`config.mk`:
```
export PLATFORM = sky130hd
export DESIGN_NAME = tea_decrypt_seeded_key_unit
export DESIGN_NICKNAME = d
export VERILOG_FILES = /design/src/rtl/core/tdsk_pkg.sv /design/src/rtl/core/tdsk_cfg.sv /design/src/rtl/core/tdsk_round.sv /design/src/rtl/core/tdsk_seq.sv /design/src/rtl/core/tea_decrypt_seeded_key_unit.sv
export VERILOG_INCLUDE_DIRS = /design/src /design/src/rtl/core
export SDC_FILE = /design/constraint.sdc
export NUM_CORES = 1
export LEC_CHECK = 0
export BUFFER_PORTS_ARGS = -buffer_cell sky130_fd_sc_hd__buf_4
export CORE_ASPECT_RATIO = 0.9
export CORE_MARGIN = 1.5
export CORE_UTILIZATION = 46
export CTS_BUF_LIST = sky130_fd_sc_hd__clkbuf_8 sky130_fd_sc_hd__clkbuf_16
export DETAILED_ROUTE_END_ITERATION = 12
export GPL_TIMING_DRIVEN = 0
export HOLD_SLACK_MARGIN = 0.1
export MAX_ROUTING_LAYER = met4
export PLACE_DENSITY_LB_ADDON = 0.05
export SYNTH_ARGS = -nofsm -noshare
export SYNTH_HDL_FRONTEND = slang
export SYNTH_SLANG_ARGS = --single-unit
```
`constraint.sdc`:
```
create_clock -name i_clk -period 7.35 [get_ports i_clk]
set_input_delay 1.8375 -clock i_clk [delete_from_list [all_inputs] [get_ports i_clk]]
set_output_delay 1.8375 -clock i_clk [all_outputs]
set_load 0.01 [all_outputs]
```
`src/rtl/core/assert_macros.svh`:
```
// Assertion macros for the RTL files; only the sequencer (tdsk_seq) includes them.
`ifndef ASSERT_MACROS_SVH
`define ASSERT_MACROS_SVH

// Same-cycle implication, disabled while reset is low.
`define ASSERT_SAME(lbl, clk, rstn, ante, cons, msg) \
    lbl: assert property (@(posedge clk) disable iff (!rstn) (ante) |-> (cons)) else $error(msg);

// Next-cycle implication, disabled while reset is low.
`define ASSERT_NEXT(lbl, clk, rstn, ante, cons, msg) \
    lbl: assert property (@(posedge clk) disable iff (!rstn) (ante) |=> (cons)) else $error(msg);

`endif

```
`src/rtl/core/tdsk_pkg.sv`:
```
// Types, constants and key derivation functions for the seeded-key TEA decryptor.
`default_nettype none

package tdsk_pkg;

    localparam logic [31:0] TEA_SUM_START = 32'hC6EF3720;
    localparam logic [31:0] TEA_DELTA     = 32'h9E3779B9;
    localparam logic [15:0] SEED_RESET    = 16'd10000;
    localparam int unsigned HALF_STEPS    = 64;   // 32 TEA rounds of two half-rounds each
    localparam int unsigned STEP_W        = $clog2(HALF_STEPS);

    // register index, taken from paddr[2]
    localparam logic REG_KEY_SEED    = 1'b0;
    localparam logic REG_REPEAT_CODE = 1'b1;

    typedef logic [3:0][31:0] t_key;

    typedef enum logic [2:0] {
        ST_IDLE = 3'b001,
        ST_RUN  = 3'b010,
        ST_FIN  = 3'b100
    } t_state;

    typedef struct packed {
        logic load;        // take a new item into the working registers
        logic step;        // apply one half-round
        logic half;        // 0: update second word, 1: update first word
        logic sum_reload;  // end of one decryption pass
        logic out_load;    // move result into the output register
    } t_ctrl;

    function automatic logic [15:0] lfsr_next(input logic [15:0] s);
        logic fb;
        fb = s[0] ^ s[2] ^ s[3] ^ s[5];
        return {fb, s[15:1]};
    endfunction

    // Eight LFSR states in pairs: high half first, low half second.
    function automatic t_key derive_key(input logic [15:0] seed);
        logic [15:0] s;
        logic [15:0] hi;
        t_key        k;
        s  = seed;
        hi = '0;
        k  = '0;
        for (int i = 0; i < 4; i++) begin
            s    = lfsr_next(s);
            hi   = s;
            s    = lfsr_next(s);
            k[i] = {hi, s};
        end
        return k;
    endfunction

endpackage

`default_nettype wire

```
`src/rtl/core/tdsk_cfg.sv`:
```
// Configuration registers, APB-style access and key expansion from the seed.
`default_nettype none

module tdsk_cfg
    import tdsk_pkg::*;
(
    input  wire logic        i_clk,
    input  wire logic        i_rst_n,
    input  wire logic        psel,
    input  wire logic        penable,
    input  wire logic        pwrite,
    input  wire logic [2:0]  paddr,
    input  wire logic [31:0] pwdata,
    output logic      [31:0] prdata,
    output logic             pready,
    output t_key             o_key,
    output logic      [2:0]  o_repeat_code
);

    logic [15:0] r_key_seed;
    logic [2:0]  r_repeat_code;
    t_key        r_key;
    logic        wr_en;

    assign pready = 1'b1;
    assign wr_en  = psel & penable & pwrite & pready;

    always_ff @(posedge i_clk) begin
        if (!i_rst_n) begin
            r_key_seed    <= SEED_RESET;
            r_repeat_code <= '0;
            r_key         <= derive_key(SEED_RESET);
        end else if (wr_en) begin
            unique case (paddr[2])
                REG_KEY_SEED: begin
                    r_key_seed <= pwdata[15:0];
                    r_key      <= derive_key(pwdata[15:0]);
                end
                REG_REPEAT_CODE: begin
                    r_repeat_code <= pwdata[2:0];
                end
                default: begin
                end
            endcase
        end
    end

    always_comb begin
        unique case (paddr[2])
            REG_KEY_SEED:    prdata = {16'd0, r_key_seed};
            REG_REPEAT_CODE: prdata = {29'd0, r_repeat_code};
            default:         prdata = '0;
        endcase
    end

    assign o_key         = r_key;
    assign o_repeat_code = r_repeat_code;

endmodule

`default_nettype wire

```
`src/rtl/core/tdsk_round.sv`:
```
// Shared TEA half-round unit: target minus the mixed function of the other word.
`default_nettype none

module tdsk_round
    import tdsk_pkg::*;
(
    input  wire logic [31:0] i_word,
    input  wire logic [31:0] i_target,
    input  wire logic [31:0] i_sum,
    input  wire logic [31:0] i_key_a,
    input  wire logic [31:0] i_key_b,
    output logic      [31:0] o_result
);

    logic [31:0] mix;

    assign mix      = ((i_word << 4) + i_key_a) ^ (i_word + i_sum) ^ ((i_word >> 5) + i_key_b);
    assign o_result = i_target - mix;

endmodule

`default_nettype wire

```
`src/rtl/core/tdsk_seq.sv`:
```
// Sequencer: half-round and pass counters, item handshake and result hand-off.
`default_nettype none
`include "assert_macros.svh"

module tdsk_seq
    import tdsk_pkg::*;
(
    input  wire logic       i_clk,
    input  wire logic       i_rst_n,
    input  wire logic       i_in_valid,
    output logic            o_in_stall,
    input  wire logic       i_out_free,
    input  wire logic [2:0] i_repeat_code,
    output t_ctrl           o_ctrl
);

    t_state              r_state, n_state;
    logic [STEP_W-1:0]   r_step, n_step;
    logic [2:0]          r_pass, n_pass;
    logic                accept;
    logic                last_step;

    assign o_in_stall = (r_state != ST_IDLE);
    assign accept     = i_in_valid & ~o_in_stall;
    assign last_step  = (r_step == STEP_W'(HALF_STEPS - 1));

    always_comb begin
        n_state = r_state;
        n_step  = r_step;
        n_pass  = r_pass;
        o_ctrl  = '0;
        o_ctrl.half = r_step[0];
        unique case (r_state)
            ST_IDLE: begin
                if (accept) begin
                    o_ctrl.load = 1'b1;
                    n_step      = '0;
                    n_pass      = '0;
                    n_state     = ST_RUN;
                end
            end
            ST_RUN: begin
                o_ctrl.step = 1'b1;
                n_step      = r_step + 1'b1;
                if (last_step) begin
                    o_ctrl.sum_reload = 1'b1;
                    if (r_pass == i_repeat_code) begin
                        n_state = ST_FIN;
                    end else begin
                        n_pass = r_pass + 1'b1;
                    end
                end
            end
            ST_FIN: begin
                if (i_out_free) begin
                    o_ctrl.out_load = 1'b1;
                    n_state         = ST_IDLE;
                end
            end
            default: begin
                n_state = ST_IDLE;
            end
        endcase
    end

    always_ff @(posedge i_clk) begin
        if (!i_rst_n) begin
            r_state <= ST_IDLE;
            r_step  <= '0;
            r_pass  <= '0;
        end else begin
            r_state <= n_state;
            r_step  <= n_step;
            r_pass  <= n_pass;
        end
    end

    `ASSERT_NEXT(a_accept_starts, i_clk, i_rst_n, accept, (r_state == ST_RUN) && (r_step == '0) && (r_pass == '0), "item accepted but run did not start clean")
    `ASSERT_NEXT(a_last_pass_ends, i_clk, i_rst_n, (r_state == ST_RUN) && last_step && (r_pass == i_repeat_code), r_state == ST_FIN, "final half-round did not finish the item")
    `ASSERT_SAME(a_out_load_fin, i_clk, i_rst_n, o_ctrl.out_load, (r_state == ST_FIN) && i_out_free, "result moved while output busy or not finished")

endmodule

`default_nettype wire

```
`src/rtl/core/tea_decrypt_seeded_key_unit.sv`:
```
// Seeded-key TEA decryptor: top level with working registers and output register.
//
// Usage:
//   Input channel (i_in_valid / o_in_stall) carries one 64-bit ciphertext block as
//   i_cipher_first and i_cipher_second. Output channel (o_out_valid / i_out_stall)
//   returns the plaintext words. An item moves when valid is high and stall is low.
//   The APB-style port holds key_seed at 0x0 and repeat_code at 0x4; write them only
//   while the block is idle. The 128-bit key is expanded from the seed on the write.
//   One shared half-round unit runs twice per TEA cycle, and a block makes
//   repeat_code + 1 decryption passes in the unit; the result then moves into the
//   output register, which drives o_out_valid. One item is in work at a time;
//   o_in_stall is high while busy, so a new item is taken only after the last one
//   has moved into the output register.
//   A finished result waits in the output register, and the next item can be taken
//   meanwhile; if the receiver still stalls when that item completes, the block
//   holds it until the output register frees.
//   Reset (synchronous, active low) restores seed 10000, repeat code 0, and empties
//   the block.
`default_nettype none

module tea_decrypt_seeded_key_unit
    import tdsk_pkg::*;
(
    input  wire logic        i_clk,
    input  wire logic        i_rst_n,
    input  wire logic        psel,
    input  wire logic        penable,
    input  wire logic        pwrite,
    input  wire logic [2:0]  paddr,
    input  wire logic [31:0] pwdata,
    output logic      [31:0] prdata,
    output logic             pready,
    input  wire logic        i_in_valid,
    output logic             o_in_stall,
    input  wire logic [31:0] i_cipher_first,
    input  wire logic [31:0] i_cipher_second,
    output logic             o_out_valid,
    input  wire logic        i_out_stall,
    output logic      [31:0] o_plain_first,
    output logic      [31:0] o_plain_second
);

    t_key        key;
    logic [2:0]  repeat_code;
    t_ctrl       ctrl;
    logic        out_free;

    logic [31:0] r_y, r_z, r_sum;
    logic [31:0] r_plain_first, r_plain_second;
    logic        r_out_valid;

    logic [31:0] rnd_word, rnd_target, rnd_key_a, rnd_key_b, rnd_result;

    tdsk_cfg u_cfg (
        .i_clk         (i_clk),
        .i_rst_n       (i_rst_n),
        .psel          (psel),
        .penable       (penable),
        .pwrite        (pwrite),
        .paddr         (paddr),
        .pwdata        (pwdata),
        .prdata        (prdata),
        .pready        (pready),
        .o_key         (key),
        .o_repeat_code (repeat_code)
    );

    tdsk_seq u_seq (
        .i_clk         (i_clk),
        .i_rst_n       (i_rst_n),
        .i_in_valid    (i_in_valid),
        .o_in_stall    (o_in_stall),
        .i_out_free    (out_free),
        .i_repeat_code (repeat_code),
        .o_ctrl        (ctrl)
    );

    // first half updates z from y with keys 2/3, second updates y from z with keys 0/1
    always_comb begin
        if (ctrl.half) begin
            rnd_word   = r_z;
            rnd_target = r_y;
            rnd_key_a  = key[0];
            rnd_key_b  = key[1];
        end else begin
            rnd_word   = r_y;
            rnd_target = r_z;
            rnd_key_a  = key[2];
            rnd_key_b  = key[3];
        end
    end

    tdsk_round u_round (
        .i_word   (rnd_word),
        .i_target (rnd_target),
        .i_sum    (r_sum),
        .i_key_a  (rnd_key_a),
        .i_key_b  (rnd_key_b),
        .o_result (rnd_result)
    );

    always_ff @(posedge i_clk) begin
        if (ctrl.load) begin
            r_y <= i_cipher_first;
            r_z <= i_cipher_second;
        end else if (ctrl.step) begin
            if (ctrl.half) begin
                r_y <= rnd_result;
            end else begin
                r_z <= rnd_result;
            end
        end

        priority if (ctrl.load || ctrl.sum_reload) begin
            r_sum <= TEA_SUM_START;
        end else if (ctrl.step && ctrl.half) begin
            r_sum <= r_sum - TEA_DELTA;
        end else begin
            r_sum <= r_sum;
        end

        if (ctrl.out_load) begin
            r_plain_first  <= r_y;
            r_plain_second <= r_z;
        end
    end

    assign out_free = ~r_out_valid | ~i_out_stall;

    always_ff @(posedge i_clk) begin
        if (!i_rst_n) begin
            r_out_valid <= 1'b0;
        end else if (ctrl.out_load) begin
            r_out_valid <= 1'b1;
        end else if (!i_out_stall) begin
            r_out_valid <= 1'b0;
        end
    end

    assign o_out_valid    = r_out_valid;
    assign o_plain_first  = r_plain_first;
    assign o_plain_second = r_plain_second;

endmodule

`default_nettype wire

```
### Word-level counts from Yosys, hierarchy flattened

Index checks and enable logic that the tools add are counted.
Widths: inputs -> output; s select.

| cells by class | value |
|---|---|
| reductions and logical operators | 12 |
| div/mod/pow operators | 0 |
| bitwise gates (word level) | 34 |
| shift-type cells | 0 |
| equal/unequal tests | 13 |
| add/subtract/negate cells | 7 |
| $mul | 0 |
| mux-type cells | 31 |
| order comparisons | 0 |

Operators with widths:

| kind | number |
|---|---|
| $mux 32 | 10 |
| $add 32x32->32 | 2 |
| $pmux 32 s2 | 1 |
| $xor 32x32->32 | 2 |
| $add 27x32->32 | 1 |
| $sub 32x32->32 | 1 |
| $sub 32x32->32 const B | 1 |
| $xor 1x1->1 | 24 |
| $mux 3 | 7 |
| $pmux 6 s2 | 1 |
| $reduce_and 2->1 | 5 |
| $mux 1 | 9 |
| $pmux 3 s3 | 1 |
| $ne 2x1->1 const B | 4 |
| $reduce_and 4->1 | 2 |
| $add 6x1->6 const B | 1 |
| $eq 6x6->1 const B | 1 |
| $mux 6 | 1 |
| $ne 2x2->1 const B | 3 |
| $pmux 3 s2 | 1 |
| $reduce_bool 2->1 | 3 |
| $not 1->1 | 4 |
| $add 3x1->3 const B | 1 |
| $and 1x1->1 | 3 |
| 8 further kinds | 8 |

| storage, ports and cells | value |
|---|---|
| register bits | 320 |
| bits in writable memories | 0 |
| output and inout port bits | 99 |
| memory bits (read-only) | 0 |
| bits in latches | 0 |
| input bits | 106 |
| logic and storage cells | 112 |
| memories | 0 |

### Depth between registers and ports, before layout

| logic depth | value |
|---|---|
| depth after elaboration | 8 |
| mapped depth | 29 |
| depth with buffers taken out | 25 |

### Hierarchy

A second synthesis with hierarchy kept.

| unflattened totals | value |
|---|---|
| cell total of the unflattened synthesis | 1859 |
| area, all modules | 17125.2 um^2 |

By module, submodules not included:

| module | times used | area each (um^2) | seq. area each (um^2) | cells an instance |
|---|---|---|---|---|
| tea_decrypt_seeded_key_unit | 1 | 7757.4 | 4504.3 | 645 |
| tdsk_round | 1 | 6366.1 | 0.0 | 849 |
| tdsk_cfg | 1 | 2329.7 | 540.5 | 284 |
| tdsk_seq | 1 | 671.9 | 240.2 | 81 |

### Worst setup path before layout

No wires, ideal clock.

| path | value |
|---|---|
| path kind | reg2reg |
| from | reg u_seq.r_step[0] |
| to | reg r_y[27] (data pin) |
| required time | 7.096 ns |
| stages on the path, launching flop included | 28 |
| period minus slack after synthesis | 6.379 ns |
| arrival time | 6.125 ns |
| slack | 0.971 ns |
| path buffers | 5 |
| library setup time | 0.254 ns |
| path through | dfxtp_1 > clkbuf_1 > clkbuf_1 > buf_1 > clkbuf_1 > mux2_2 > ha_1 > fa_1 > a21oi_1 > o21ai_1 > or4b_1 > and3_1 > or2_2 > xnor2_1 > xnor2_1 > xnor2_1 > ha_1 > clkbuf_1 > a21o_1 > a21oi_1 > nand3b_1 > or3_1 > a21o_1 > a21oi_1 > o31ai_1 > xor2_1 > nand2_1 > nand2_1 |

| between the ends | value |
|---|---|
| cells in the longest elaborated chain, start to end | 8 |
| elaborated cells between the ends (all ways) | 13 |
| those cells by class | 4 x add/sub; 7 x mux; 2 x bitwise |

RTL lines:

| element | line | RTL |
|---|---|---|
| start: declaration | tdsk_seq.sv:18 | `logic [STEP_W-1:0] r_step, n_step;` |
| start signal: assignment | tdsk_seq.sv:73 | `r_step <= n_step;` |
| $mux 32 | tea_decrypt_seeded_key_unit.sv:80 | `if (ctrl.half) begin` |
| $add 32x32->32 | tdsk_round.sv:17 | `assign mix = ((i_word << 4) + i_key_a) ^ (i_word + i_sum) ^ ((i_word >> 5) + i_key_b);` |
| $xor 32x32->32 (2 in series) | tdsk_round.sv:17 |  |
| $sub 32x32->32 * | tdsk_round.sv:18 | `assign o_result = i_target - mix;` |
| $mux 32 * | tea_decrypt_seeded_key_unit.sv:107 | `if (ctrl.half) begin` |
| $mux 32 * | tea_decrypt_seeded_key_unit.sv:106 | `end else if (ctrl.step) begin` |
| $mux 32 * | tea_decrypt_seeded_key_unit.sv:103 | `if (ctrl.load) begin` |
| end signal: assignment | tea_decrypt_seeded_key_unit.sv:104 | `r_y <= i_cipher_first;` |
| end signal: assignment | tea_decrypt_seeded_key_unit.sv:108 | `r_y <= rnd_result;` |
| end: declaration | tea_decrypt_seeded_key_unit.sv:48 | `logic [31:0] r_y, r_z, r_sum;` |

Every way passes the cells marked *; elsewhere a longest branch is shown, timed or not. The select of a mux whose other input is x is not followed.
A chain may end at the register's enable or synchronous reset.

### Worst setup path after layout

| path | value |
|---|---|
| from | reg u_seq.r_step[0] |
| to | reg r_z[30] (data pin) |

| between the ends | value |
|---|---|
| cells in the longest elaborated chain, start to end | 8 |
| elaborated cells between the ends (all ways) | 13 |
| those cells by class | 4 x add/sub; 7 x mux; 2 x bitwise |

RTL lines:

| element | line | RTL |
|---|---|---|
| $mux 32 | tea_decrypt_seeded_key_unit.sv:80 |  |
| $add 32x32->32 | tdsk_round.sv:17 |  |
| $xor 32x32->32 (2 in series) | tdsk_round.sv:17 |  |
| $sub 32x32->32 * | tdsk_round.sv:18 |  |
| $mux 32 * | tea_decrypt_seeded_key_unit.sv:107 |  |
| $mux 32 * | tea_decrypt_seeded_key_unit.sv:106 |  |
| $mux 32 * | tea_decrypt_seeded_key_unit.sv:103 |  |
| end signal: assignment | tea_decrypt_seeded_key_unit.sv:105 | `r_z <= i_cipher_second;` |
| end signal: assignment | tea_decrypt_seeded_key_unit.sv:110 | `r_z <= rnd_result;` |
| end: declaration | tea_decrypt_seeded_key_unit.sv:48 |  |

Marked as above.

==> impl_metrics.ini <==
[placed_design]
dp_hpwl_um = 36940
gp_congestion = 0.9766
placed_area_um2 = 17050
pre_cts_ws_ps = -1123
io_buffers = 167

[die]
ios = 205
die_area_um2 = 33930
die_h_um = 174.9
start_util = 0.4703
die_w_um = 194
num_rows = 62
core-area_um2 = 32120

[clock_tree]
root_buffer = clkbuf_16
clk_latency_ps = 450
cts_num_sinks = 200
cts.path.max_buffers = 2
cts_made_buffers = 17
cts_setup_buffers = 0
cts_htree_levels = 4
cts_tree = done
path_clk_slew_ps = 80

[routing]
ant_nets = 0
top_layer_used = met4
drtPass1Iterations = 9
drt-met1-wl_um = 22110
dr.first_iter.drc_count = 977
drc = 13
via_per_inst = 5.664
wirelength_um = 45760
num_vias = 12670
met2_length_um = 20080
route.met3.wl_um = 2685
wl_per_cell_um = 20.46

[yosys]
yosysMostFrequentCell = nand2_1
synthCells = 1605
synthTopCellsByArea = edfxtp_1, ha_1, dfxtp_1
synthArstFlopShare = 0
synth.top_cells.by_count = nand2_1, xnor2_1, edfxtp_1
yosysSeqAreaShare = 0.3499
synth_top_area_share = 0.2545
synth_area_um2 = 15100
syn-mean-instance-area_um2 = 9.410
ys_warn_count = 0
synth.distinct_cells = 80
synth_area_leader_cell = edfxtp_1
synth_edf_count = 128
ys_ff_latch = 200
synthFlopType = edfxtp_1

[job]
drv_cap = 0

[timing]
whs_ps = 469.5
relSlewSlack = 0.1979
fmaxAchievable_ghz = 0.1412
worst_pin_slew_ps = 1203
layout_setup_ws_ps = 266.5
rsz0062_at_grt = false
skew_ps = 11.85
fin_crit_ps = 7084
finalMaxSlewViolations = 0
fin_crit_sh = 0.9637
hold_viol_final = 0
finalSetupViolations = 0

[worst_setup_path]
cp_slowest_stage_delay_ps = 490
cp-start-kind = flop
worst-path-max-fanout = 19
path_class = flop to flop
crit_required_ps = 7530
path_delay_family = compound AO/OA/AOI/OAI gates
crit_buf_inv = 4
crit_path_top_delay_cell = a311oi_1
cp_data_arrival_time_ps = 7260
worst_setup_path_end_kind = flop

[layout]
fin_nets = 2037
n_antenna_cell = 0
final_util = 0.5498
syn2layout_area_growth_pct = 16.91
stdcell_area_um2 = 17660
drive_gt1_frac = 0.1873

[global_route]
grt_pass1_vias = 11910
grt_use_total = 0.2770
grt_max_degree = 30
grt-ovfl-total = 0
grt_pass1_wl_um = 69430
antenna_found_initial = 0

[run_status]
violations = DRC
status = finished with violations

[hold_path]
hold_path.class = flop to flop
==> per-stage QoR <==
step / cells / setup TNS (ps)
after detailed placement: 2207 / -23830
after floorplan: 1620 / 0
after CTS: 2238 / 0
after global routing: 2237 / 0
after global placement: 2203 / -31760
final: 2237 / 0
==> logic make-up (layout without fill, tap and decap cells) <==
group | Yosys count | count (layout) | synth area share
and+or+nand+nor | 480 | 480 | 0.1432
buffers and inverters | 87 | 288 | 0.02709
muxes | 97 | 97 | 0.07149
xor gates and xnor gates | 225 | 225 | 0.1323
other | 2 | 17 | 0.0004972
DFF | 200 | 200 | 0.3499
AOI/OAI and AO/OA | 391 | 391 | 0.1717
adders and majority gates | 123 | 123 | 0.1039
==> state kept, by name, summed over array words and instances (netlist names) <==
| register | cells |
|---|---|
| u_cfg.o_repeat_code | 3 |
| u_cfg.r_key_seed | 1 |
| o_out_valid | 1 |
| r_z | 32 |
| o_plain_first | 32 |
| u_seq.r_state | 3 |
| o_plain_second | 32 |
| r_y | 32 |
| u_cfg.o_key | 23 |
| u_seq.r_pass | 3 |
| u_seq.r_step | 6 |
| r_sum | 32 |
==> cell usage in the layout (no fill, tap or decap), types with 10 or more instances in the layout <==
| cell type | n |
|---|---|
| nand3_1 | 37 |
| nor2b_1 | 25 |
| and2_1 | 11 |
| edfxtp_1 | 128 |
| a31oi_1 | 16 |
| buf_4 | 185 |
| and3_1 | 14 |
| nor2_1 | 83 |
| xor2_1 | 60 |
| ha_1 | 119 |
| nor3_1 | 13 |
| clkbuf_1 | 33 |
| or3_1 | 10 |
| nand2_1 | 238 |
| o211ai_1 | 13 |
| mux2_2 | 87 |
| o21a_1 | 16 |
| a21oi_1 | 110 |
| dfxtp_1 | 72 |
| o21ai_1 | 22 |
| nand4_1 | 14 |
| o21ai_0 | 52 |
| a21boi_0 | 15 |
| xnor2_1 | 163 |
| a21o_1 | 71 |
| inv_1 | 22 |
| conb_1 | 17 |
| mux2i_1 | 10 |
| clkbuf_16 | 19 |
==> routing by layer <==
metal | track usage | vias up
met1 | 0.3921 | 6022
met2 | 0.4207 | 421
met4 | 0.06868 | 0
li1 | - | 6188
met5 | - | -
met3 | 0.03397 | 40
==> path summary, 6_finish.rpt <==
check	from	end	slack, ps	depth (start not counted)
worst max register to register	u_seq.r_step[0]$_SDFFE_PN0P_	r_z[30]$_DFFE_PP_	270	25
worst min register to register	r_y[19]$_DFFE_PP_	o_plain_first[19]$_DFFE_PP_	470	0
worst max-delay path	u_seq.r_step[0]$_SDFFE_PN0P_	r_z[30]$_DFFE_PP_	270	25
worst min-delay path	r_y[19]$_DFFE_PP_	o_plain_first[19]$_DFFE_PP_	470	0
==> what timing repair did <==
action                                  in CTS  in global routing
hold buffers                                 0                  0
endpoints found under the setup margin      36                 18
gates cloned                                 0                  0
endpoints found under the hold margin        0                  0
resized for setup                            5                 10
==> layout make-up <==
| type | count | area [um^2] |
|---|---|---|
| Fill cell | 3003 | 14460 |
| Multi-Input combinational cell | 1333 | 9490 |
| Sequential cell | 200 | 5285 |
| Timing Repair Buffer | 171 | 1349 |
| Tap cell | 416 | 520.5 |
| Clock buffer | 20 | 489.2 |
| Buffer | 64 | 340.3 |
| Clock inverter | 12 | 103.9 |
| Inverter | 21 | 78.83 |
==> worst reg2reg max path: stages, from the launching register on <==
cell      delay (ps)
dfxtp_1          340
buf_4            310
clkbuf_4         350
clkbuf_4         350
mux2_2           490
ha_1             410
and2_1           210
or3_1            320
o21ai_1          270
nand2_1          170
a21o_1           200
a21o_1           220
xor2_1           190
xnor2_1          140
xnor2_1          230
ha_1             270
clkbuf_1         170
a21o_1           210
a21o_1           170
a21oi_1          180
nand2_1           70
o21ai_1          430
o21ai_1          270
a311oi_1         490
xor2_1           240
o21ai_1           80
Power is left out: the tool's default activity adds up to more than one toggle a clock period on the data nets, which glitch-free logic cannot reach.
